File: src/rtl/h3sc_pkg.sv
// Package for the three-set hangul syllable composer.
// Holds widths, key kinds, the phase encoding, the step result struct,
// the double-jamo pair tables and the johab field insert. No dependencies.
package h3sc_pkg;

    localparam int KEY_W      = 8;
    localparam int SYL_W      = 16;
    localparam int JAMO_W     = 5;
    localparam int APB_ADDR_W = 3;
    localparam int APB_DATA_W = 32;

    // register map
    localparam logic [APB_ADDR_W-1:0] FILL_CODE_ADDR  = 3'd0;
    localparam logic [SYL_W-1:0]      FILL_CODE_RESET = 16'h8441;

    // key kind, taken from key bits 6:5 (top code marks a key that is ignored)
    typedef enum logic [1:0] {
        KIND_INIT = 2'b00,
        KIND_MED  = 2'b01,
        KIND_FIN  = 2'b10,
        KIND_NONE = 2'b11
    } kind_t;

    // composition phase
    typedef enum logic [6:0] {
        PH_EMPTY = 7'b0000001,
        PH_INIT  = 7'b0000010,
        PH_DINIT = 7'b0000100,
        PH_MED   = 7'b0001000,
        PH_DMED  = 7'b0010000,
        PH_FIN   = 7'b0100000,
        PH_DFIN  = 7'b1000000
    } phase_t;

    // what one key does to the composer state
    typedef struct packed {
        logic             take;      // key is a jamo key, state is updated
        logic             emit;      // finished syllable leaves the block
        logic [SYL_W-1:0] syllable;  // syllable being composed after this key
        phase_t           phase;     // phase after this key
    } step_t;

    // double initial consonants
    function automatic logic [JAMO_W-1:0] pair_init(input logic [KEY_W-1:0] a,
                                                    input logic [KEY_W-1:0] b);
        logic [JAMO_W-1:0] p;
        p = '0;
        unique case ({a, b})
            {8'h82, 8'h82}: p = 5'h03;
            {8'h85, 8'h85}: p = 5'h06;
            {8'h89, 8'h89}: p = 5'h0a;
            {8'h8b, 8'h8b}: p = 5'h0c;
            {8'h8e, 8'h8e}: p = 5'h0f;
            default:        p = '0;
        endcase
        return p;
    endfunction

    // compound vowels
    function automatic logic [JAMO_W-1:0] pair_med(input logic [KEY_W-1:0] a,
                                                   input logic [KEY_W-1:0] b);
        logic [JAMO_W-1:0] p;
        p = '0;
        unique case ({a, b})
            {8'had, 8'ha3}: p = 5'h0e;
            {8'had, 8'ha4}: p = 5'h0f;
            {8'had, 8'hbd}: p = 5'h12;
            {8'hb4, 8'ha7}: p = 5'h15;
            {8'hb4, 8'haa}: p = 5'h16;
            {8'hb4, 8'hbd}: p = 5'h17;
            {8'hbb, 8'hbd}: p = 5'h1c;
            default:        p = '0;
        endcase
        return p;
    endfunction

    // double final consonants
    function automatic logic [JAMO_W-1:0] pair_fin(input logic [KEY_W-1:0] a,
                                                   input logic [KEY_W-1:0] b);
        logic [JAMO_W-1:0] p;
        p = '0;
        unique case ({a, b})
            {8'hc2, 8'hd5}: p = 5'h04;
            {8'hc5, 8'hd8}: p = 5'h06;
            {8'hc5, 8'hdd}: p = 5'h07;
            {8'hc9, 8'hc2}: p = 5'h0a;
            {8'hc9, 8'hd1}: p = 5'h0b;
            {8'hc9, 8'hd3}: p = 5'h0c;
            {8'hc9, 8'hd5}: p = 5'h0d;
            {8'hc9, 8'hdb}: p = 5'h0e;
            {8'hc9, 8'hdc}: p = 5'h0f;
            {8'hc9, 8'hdd}: p = 5'h10;
            {8'hd3, 8'hd5}: p = 5'h14;
            default:        p = '0;
        endcase
        return p;
    endfunction

    // write one johab field: initial 14:10, medial 9:5, final 4:0
    function automatic logic [SYL_W-1:0] put_field(input logic [SYL_W-1:0]  syl,
                                                   input kind_t             kind,
                                                   input logic [JAMO_W-1:0] v);
        logic [SYL_W-1:0] r;
        r = syl;
        unique case (kind)
            KIND_INIT: r[14:10] = v;
            KIND_MED:  r[9:5]   = v;
            KIND_FIN:  r[4:0]   = v;
            KIND_NONE: r        = syl;
        endcase
        return r;
    endfunction

    // single-jamo phase for a key kind
    function automatic phase_t kind_phase(input kind_t kind);
        phase_t ph;
        ph = PH_EMPTY;
        unique case (kind)
            KIND_INIT: ph = PH_INIT;
            KIND_MED:  ph = PH_MED;
            KIND_FIN:  ph = PH_FIN;
            KIND_NONE: ph = PH_EMPTY;
        endcase
        return ph;
    endfunction

endpackage

File: src/rtl/h3sc_step.sv
// Next-state logic of the composer for one key: pair lookup and field insert.
// Purely combinational. Depends on h3sc_pkg.
module h3sc_step
    import h3sc_pkg::*;
(
    input  logic [KEY_W-1:0] key,
    input  logic [KEY_W-1:0] last_key,
    input  logic [SYL_W-1:0] cur_syl,
    input  phase_t           phase,
    input  logic [SYL_W-1:0] fill_code,
    output step_t            step
);

    kind_t             kind;
    logic [JAMO_W-1:0] v;
    logic [JAMO_W-1:0] pair;
    logic              join_ok;
    logic              finish;
    logic              extend;
    phase_t            dbl_phase;

    // decode the key
    assign kind = (key[7] == 1'b0) ? KIND_NONE : kind_t'(key[6:5]);
    assign v    = key[JAMO_W-1:0];

    // pair table for the key's own kind
    always_comb
    begin
        pair      = '0;
        dbl_phase = PH_EMPTY;
        unique case (kind)
            KIND_INIT:
            begin
                pair      = pair_init(last_key, key);
                dbl_phase = PH_DINIT;
            end
            KIND_MED:
            begin
                pair      = pair_med(last_key, key);
                dbl_phase = PH_DMED;
            end
            KIND_FIN:
            begin
                pair      = pair_fin(last_key, key);
                dbl_phase = PH_DFIN;
            end
            KIND_NONE:
            begin
                pair      = '0;
                dbl_phase = PH_EMPTY;
            end
        endcase
    end

    // decide join, extend or finish from the phase
    always_comb
    begin
        join_ok = 1'b0;
        finish  = 1'b0;
        extend  = 1'b0;
        unique case (phase)
            PH_INIT:
            begin
                if (kind == KIND_INIT)
                begin
                    join_ok = (pair != '0);
                    finish  = (pair == '0);
                end
                else
                begin
                    extend = 1'b1;
                end
            end
            PH_DINIT:
            begin
                finish = (kind == KIND_INIT);
                extend = (kind != KIND_INIT);
            end
            PH_MED:
            begin
                if (kind == KIND_MED)
                begin
                    join_ok = (pair != '0);
                    finish  = (pair == '0);
                end
                else
                begin
                    finish = (kind == KIND_INIT);
                    extend = (kind == KIND_FIN);
                end
            end
            PH_DMED:
            begin
                extend = (kind == KIND_FIN);
                finish = (kind != KIND_FIN);
            end
            PH_FIN:
            begin
                join_ok = (kind == KIND_FIN) && (pair != '0);
                finish  = !((kind == KIND_FIN) && (pair != '0));
            end
            PH_DFIN:
            begin
                finish = 1'b1;
            end
            PH_EMPTY:
            begin
                finish = 1'b0;
            end
            default:
            begin
                finish = 1'b0;
            end
        endcase
    end

    // build the new state
    always_comb
    begin
        step.take = (kind != KIND_NONE);
        step.emit = (kind != KIND_NONE) && finish;
        if (join_ok)
        begin
            step.syllable = put_field(cur_syl, kind, pair);
            step.phase    = dbl_phase;
        end
        else if (extend)
        begin
            step.syllable = put_field(cur_syl, kind, v);
            step.phase    = kind_phase(kind);
        end
        else
        begin
            step.syllable = put_field(fill_code, kind, v);
            step.phase    = kind_phase(kind);
        end
    end

endmodule
File: config.mk
export PLATFORM = sky130hd
export DESIGN_NAME = h3sc_step
export DESIGN_NICKNAME = d
export VERILOG_FILES = /design/src/rtl/h3sc_pkg.sv /design/src/rtl/h3sc_step.sv
export SDC_FILE = /design/constraint.sdc
export NUM_CORES = 1
export LEC_CHECK = 0
export BUFFER_PORTS_ARGS = -buffer_cell sky130_fd_sc_hd__buf_2
export CORE_MARGIN = 5
export CORE_UTILIZATION = 50
export DETAILED_ROUTE_END_ITERATION = 10
export GPL_TIMING_DRIVEN = 0
export PLACE_DENSITY = 0.85
export SYNTH_ARGS = -nofsm -noshare
export SYNTH_HDL_FRONTEND = slang
export SYNTH_SLANG_ARGS = --single-unit
File: constraint.sdc
create_clock -name vclk -period 3
set_input_delay 0.15 -clock vclk [all_inputs]
set_output_delay 0.15 -clock vclk [all_outputs]
set_load 0.03 [all_outputs]
==> results of run 1 <==
[through the flow]
| step | std cells | TNS [ns] | total power, uW | hold slack [ns] |
|---|---|---|---|---|
| finish | 381 | 0 | 239 | 0.682 |
| floorplan | 255 | 0 | 139 | 0.526 |
| global placement | 378 | -3.18 | 223 | 0.676 |
| detailed placement | 378 | -3.53 | 225 | 0.680 |
| CTS | 381 | 0 | 232 | 0.682 |
| global route | 381 | 0 | 258 | 0.703 |
[worst max-delay path by stage]
stage | startpoint | end | cells after the start
after detailed placement | key[0] | step[16] | 13
after global routing | key[6] | step[20] | 13
after CTS | key[3] | step[16] | 12
final | key[6] | step[16] | 13
after floorplan | key[7] | step[10] | 10
after global placement | key[0] | step[16] | 13
[routing by layer]
| layer | track usage [%] | up-vias | part of all wire [%] |
|---|---|---|---|
| met5 | 0 | - | 0 |
| met4 | 2.98 | 0 | 0.26 |
| met3 | 2.13 | 2 | 10 |
| met2 | 43.8 | 108 | 46 |
| met1 | 33.4 | 1034 | 43 |
| li1 | - | 1145 | - |
[cell type report]
| type | count | area (um^2) | share of cell area (%) |
|---|---|---|---|
| plain buffers | 14 | 103 | 4.59 |
| multi-input cells | 236 | 1620 | 72.5 |
| repair buffers | 81 | 439 | 19.6 |
| inverters | 4 | 15.0 | 0.671 |
| well taps | 46 | 57.6 | 2.57 |
[power groups by stage]
stage	combinational (uW)	clock, uW	sequential (uW)
after detailed placement	225	0	0
after floorplan	139	0	0
after CTS	232	0	0
final	239	0	0
after global placement	223	0	0
after global routing	258	0	0
[layout by cell type (no fill, tap or decap), types with 3 or more instances in the layout]
cell type / netlist / routed
mux2_2: 3 / 3
nand3_1: 11 / 11
and4_1: 3 / 3
nand3b_1: 7 / 7
nor2_1: 32 / 31
inv_1: 4 / 4
nand2_1: 29 / 29
buf_2: 2 / 75
and3_1: 6 / 6
a31oi_1: 3 / 3
mux2i_1: 21 / 21
nor4_1: 3 / 3
nand4_1: 5 / 5
buf_6: 3 / 5
nor2b_1: 6 / 6
o211ai_1: 7 / 7
nand2b_1: 9 / 8
nor3_1: 4 / 4
clkbuf_2: 1 / 4
o22ai_1: 3 / 3
o21ai_0: 12 / 10
a21oi_1: 14 / 14
buf_4: 0 / 5
[repair_timing]
action                                  4_1_cts  5_1_grt
endpoints found under the setup margin       20       15
pin swaps                                     4        1
gates resized for setup                      16       14
gates cloned                                  0        0
setup buffers                                 4        0
[worst max-delay path: cells and delay by family]
kind | cells | cell delay [ns]
mux | 1 | 0.30
buf+inv | 5 | 0.70
compound gates | 3 | 0.54
simple gates | 4 | 1.06
[cells in the mapped netlist (3+ instances only)]
cell	n	share of area [%]
inv_1	4	0.89
nor3_1	4	1.2
clkbuf_1	8	1.8
o21ai_0	12	3.6
and4_1	3	1.6
nand3_1	11	3.3
nand4_1	5	1.9
nand2_1	29	6.5
nor4bb_1	4	2.4
a21oi_1	14	4.2
nand2b_1	9	3.4
o22ai_1	3	1.1
a211oi_1	3	1.3
o211ai_1	7	3.1
a31oi_1	3	1.1
nand3b_1	7	3.1
mux2i_1	21	13
and3_1	6	2.2
nor2_1	32	7.2
nor2b_1	6	2.2
mux2_2	3	2.0
buf_6	3	2.0
nor4_1	3	1.1
[logic make-up after synthesis]
family                 Yosys count
AO/OA/AOI/OAI                   62
XOR/XNOR                         3
buffers and inverters           19
multiplexers                    25
AND/OR/NAND/NOR                146
==> key figures, run 1 <==
Run status
  • Status: complete, no violations

Floorplan
  • Starting density of the core: 51.1%
  • Die width: 68.0 um
  • Core Area: 3280 um^2
  • Die area: 4620 um^2
  • Die Ht: 68.0 um
  • Row count: 21
  • I/O pin cnt: 80

STA
  • Setup-failing EPs final: 0
  • Final Max Tran Viols: 0
  • Final Hold Viols: 0
  • Maximum clock rate: 342 MHz
  • Slew @ Worst Pin: 0.724 ns
  • Max transition margin: 51.1%
  • Fin crit share: 97.4%
  • Minimum clock period: 2.92 ns
  • Unrepaired setup endpoints after global routing: false
  • PnR worst setup slack: 0.0775 ns

Pwr
  • VDD IR max: 0.0517 mV
  • Sw power: 146 uW
  • Switching share of power: 61.0%
  • Seq pwr share: 0%
  • Combinational Power Share: 100.0%
  • Pint: 93.0 uW
  • PD cells: 107 nW/um^2
  • Leakage power: 0.00106 uW
  • Clock power share: 0%

Global routing
  • Global-route wire length before repair: 9.22 mm
  • Vias in the first global route: 1974
  • Overflow after GRT: 0
  • Overall global routing resource usage: 24.8%
  • Largest net degree at the start of global routing: 12
  • Initial antenna violation count: 0

Logic synthesis
  • Area share of fa/ha/maj cells after synthesis: 0%
  • Yosys warns: 0
  • Cell variety after synth: 64
  • Synthesized instance count: 255
  • Synth Cell Area: 1680 um^2
  • Synthesized Nets: 310
  • Syn Area/Cell: 6.58 um^2
  • Simple-gate share of the synthesized area: 50.2%
  • Sequential area share after synthesis: 0%
  • Synth Area in Compound Gates: 27.0%
  • Post-synthesis mux area share: 15.4%
  • Post-Synth XOR/XNOR Area: 1.56%
  • Largest family of logic cells by synthesized area: simple AND/OR/NAND/NOR gates

Drt
  • Post-route ant nets: 0
  • Total number of vias: 2289
  • Final wirelength: 6.06 mm
  • First drt pass iteration count: 5
  • DRC viols: 0
  • Vias per std cell: 6.01
  • Wire per inst: 15.9 um
  • 1st-iter DRT viols: 178

Hold path
  • Worst hold start: fill_code[15]
  • Hold crit path type: in2out
  • Hold path depth: 3
  • Min-Delay Endpoint: step[22]

Placement
  • Post-Place Worst Slack: -0.328 ns
  • HPWL Detailed: 4.84 mm
  • Area after DPL: 2120 um^2
  • RD Place Congestion: 0.945
  • Port bufs: 77

Cells and area
  • Sequential cell count: 0
  • Clkbuf count: 0
  • Share of cells above drive strength 1: 36.1%
  • Area growth syn-to-layout: 33.2%
  • Util after Layout: 68.1%
  • Total Nets Final: 392
  • Finished layout cell area: 2240 um^2
  • Antenna diode count: 0
  • FF+latch area: 0 um^2
  • Fillers: 311

Worst setup path
  • Nature of the critical path endpoint: output port
  • CP max FO: 10
  • Critical Path Max Stage Delay: 0.50 ns
  • Arrival time worst endpoint: 2.77 ns
  • CP required: 2.85 ns
  • Crit Path Class: in2out
  • Critical-path cell list: buf_2 -> and3b_1 -> buf_6 -> and3_4 -> buf_6 -> and4_4 -> a22oi_4 -> or4b_4 -> o31a_1 -> buf_6 -> mux2_4 -> o21ai_2 -> buf_6
  • Top cell by count, worst path: buf_6
  • CP Launch Type: input pin
  • CP max stage cell: or4b_4

Flow run
  • Max-capacitance violation count: 0

Clocking
  • Hold Buf Count CTS: 0
(Power assumes the default switching activity.)
==> inputs of run 2 (changes only) <==
==> config.mk (replaced) <==
export PLATFORM = sky130hd
export DESIGN_NAME = h3sc_step
export DESIGN_NICKNAME = d
export VERILOG_FILES = /design/src/rtl/h3sc_pkg.sv /design/src/rtl/h3sc_step.sv
export SDC_FILE = /design/constraint.sdc
export NUM_CORES = 1
export LEC_CHECK = 0
export CORE_MARGIN = 5
export CORE_UTILIZATION = 60
export DETAILED_ROUTE_END_ITERATION = 10
export DONT_BUFFER_PORTS = 1
export GPL_TIMING_DRIVEN = 0
export PLACE_DENSITY = 0.76
export SYNTH_ARGS = -nofsm -noshare
export SYNTH_HDL_FRONTEND = slang
export SYNTH_SLANG_ARGS = --single-unit
==> run 2 against run 1 <==
Clock-buffer cell count unchanged. Combinational power decreased by 24%. Cell count decreased by 24%. Via count decreased by 13%.
==> key figures, run 2 (synthesized netlist as in run 1, its figures left out) <==
Run status
  • Status: complete, no violations

Cells and area
  • Commonest non-fill, non-tap cell in the layout: nor2_1
  • Area growth syn-to-layout: 12.1%
  • FF+latch area: 0 um^2
  • Antenna diode count: 0
  • Fillers: 254
  • Total Nets Final: 314
  • Share of cells above drive strength 1: 20.6%
  • Clkbuf count: 0
  • Commonest cells after routing, fill and taps aside: nor2_1 (31), nand2_1 (29), mux2i_1 (18)
  • Util after Layout: 69.4%
  • Sequential cell count: 0

Global routing
  • Overflow after GRT: 0
  • Overall global routing resource usage: 25.6%
  • Largest net degree at the start of global routing: 11
  • Vias in the first global route: 1846
  • Global-route wire length before repair: 8.82 mm
  • Initial antenna violation count: 0

Worst setup path
  • CP Launch Type: input pin
  • Arrival time worst endpoint: 2.79 ns
  • Nature of the critical path endpoint: output port
  • CP max FO: 10
  • Crit Path Class: in2out
  • CP required: 2.85 ns

Drt
  • First drt pass iteration count: 4
  • Total number of vias: 1991
  • Post-route ant nets: 0
  • Wire per inst: 18.9 um
  • Final wirelength: 5.44 mm
  • Vias per std cell: 6.91
  • DRC viols: 0
  • 1st-iter DRT viols: 133

Floorplan
  • Core Area: 2710 um^2
  • I/O pin cnt: 80
  • Die width: 62.9 um
  • Die area: 3960 um^2
  • Starting density of the core: 62.0%
  • Die Ht: 62.9 um
  • Row count: 19

STA
  • Final Max Tran Viols: 0
  • Minimum clock period: 2.94 ns
  • Unrepaired setup endpoints after global routing: true
  • Max transition margin: 46.0%
  • Fin crit share: 98.1%
  • PnR worst setup slack: 0.0556 ns
  • Final Hold Viols: 0
  • Setup-failing EPs final: 0
  • Maximum clock rate: 340 MHz
  • Slew @ Worst Pin: 0.799 ns

Placement
  • RD Place Congestion: 0.956
  • HPWL Detailed: 4.27 mm
  • Port bufs: 0
  • Post-Place Worst Slack: -0.312 ns

Pwr
  • Pint: 61.7 uW
  • Sw power: 120 uW
  • Seq pwr share: 0%
  • Switching share of power: 66.0%
  • Combinational Power Share: 100.0%
  • PD cells: 96.6 nW/um^2
  • Clock power share: 0%
  • Leakage power: 0.000731 uW
  • VDD IR max: 0.0828 mV

Hold path
  • Hold path depth: 1
  • Min-Delay Endpoint: step[22]
  • Hold crit path type: in2out
  • Worst hold start: cur_syl[15]

Flow run
  • Max-capacitance violation count: 0

Clocking
  • Hold Buf Count CTS: 0
## run 2: changes by cell type in the layout (fill, tap and decap cells not counted), moves of 2 or more
cell     previous run  this run
mux2i_4             0         3
mux2i_1            21        18
a21oi_1            14        10
o21ai_0            10         7
buf_2              75         1
o21ai_2             2         4
buf_4               5         1
a21oi_2             0         4
## run 2: layout make-up
cell class         count  area [um^2]  area share, %
plain buffers         15          105           5.59
repair buffers         2         27.5           1.46
multi-input cells    236         1700           90.1
well taps             31         38.8           2.06
inverters              4         15.0          0.798
## run 2: how the worst max path moves through the flow
stage | depth (start not counted) | slack [ns] | to | start
floorplan | 10 | 0.17 | step[10] | key[7]
detailed placement | 10 | -0.31 | step[13] | key[0]
CTS | 11 | 0.005 | step[17] | key[0]
finish | 10 | 0.06 | step[11] | key[7]
global placement | 10 | -0.32 | step[13] | key[0]
global route | 10 | -0.03 | step[11] | key[7]
## run 2: metrics by stage
stage | area (um^2) | setup TNS [ns] | instances | total power (uW) | hold WS, ns
floorplan | 1680 | 0 | 255 | 139 | 0.526
global placement | 1720 | -3.78 | 286 | 161 | 0.532
detailed placement | 1720 | -3.81 | 286 | 162 | 0.532
CTS | 1820 | 0 | 287 | 173 | 0.533
global route | 1880 | -0.0338 | 288 | 195 | 0.538
finish | 1880 | 0 | 288 | 182 | 0.531
## run 2: worst max-delay path, stage by stage
cell	delay, ns
and3b_1	0.17
buf_6	0.14
and3_4	0.17
buf_6	0.12
and4_4	0.17
a32o_1	0.20
or4_4	0.59
o31ai_4	0.39
mux2i_1	0.12
o211ai_1	0.56
## run 2: power groups by stage
stage | Sequential (uW) | Combinational (uW) | Clock, uW
after floorplan | 0 | 139 | 0
after detailed placement | 0 | 162 | 0
final | 0 | 182 | 0
after global placement | 0 | 161 | 0
after CTS | 0 | 173 | 0
after global routing | 0 | 195 | 0
## run 2: timing repair
item                       in CTS  in global routing
pin swaps                       3                  3
setup buffers                   1                  1
resized for setup              21                 28
setup endpoints to repair      19                 15
## run 2: layer usage
layer	routed length (um)	part of all wire, %	GRT usage [%]
met4	104	1.9	6.10
met5	0	0	0
met1	2280	42	33.3
met3	447	8.2	5.04
met2	2600	48	42.9
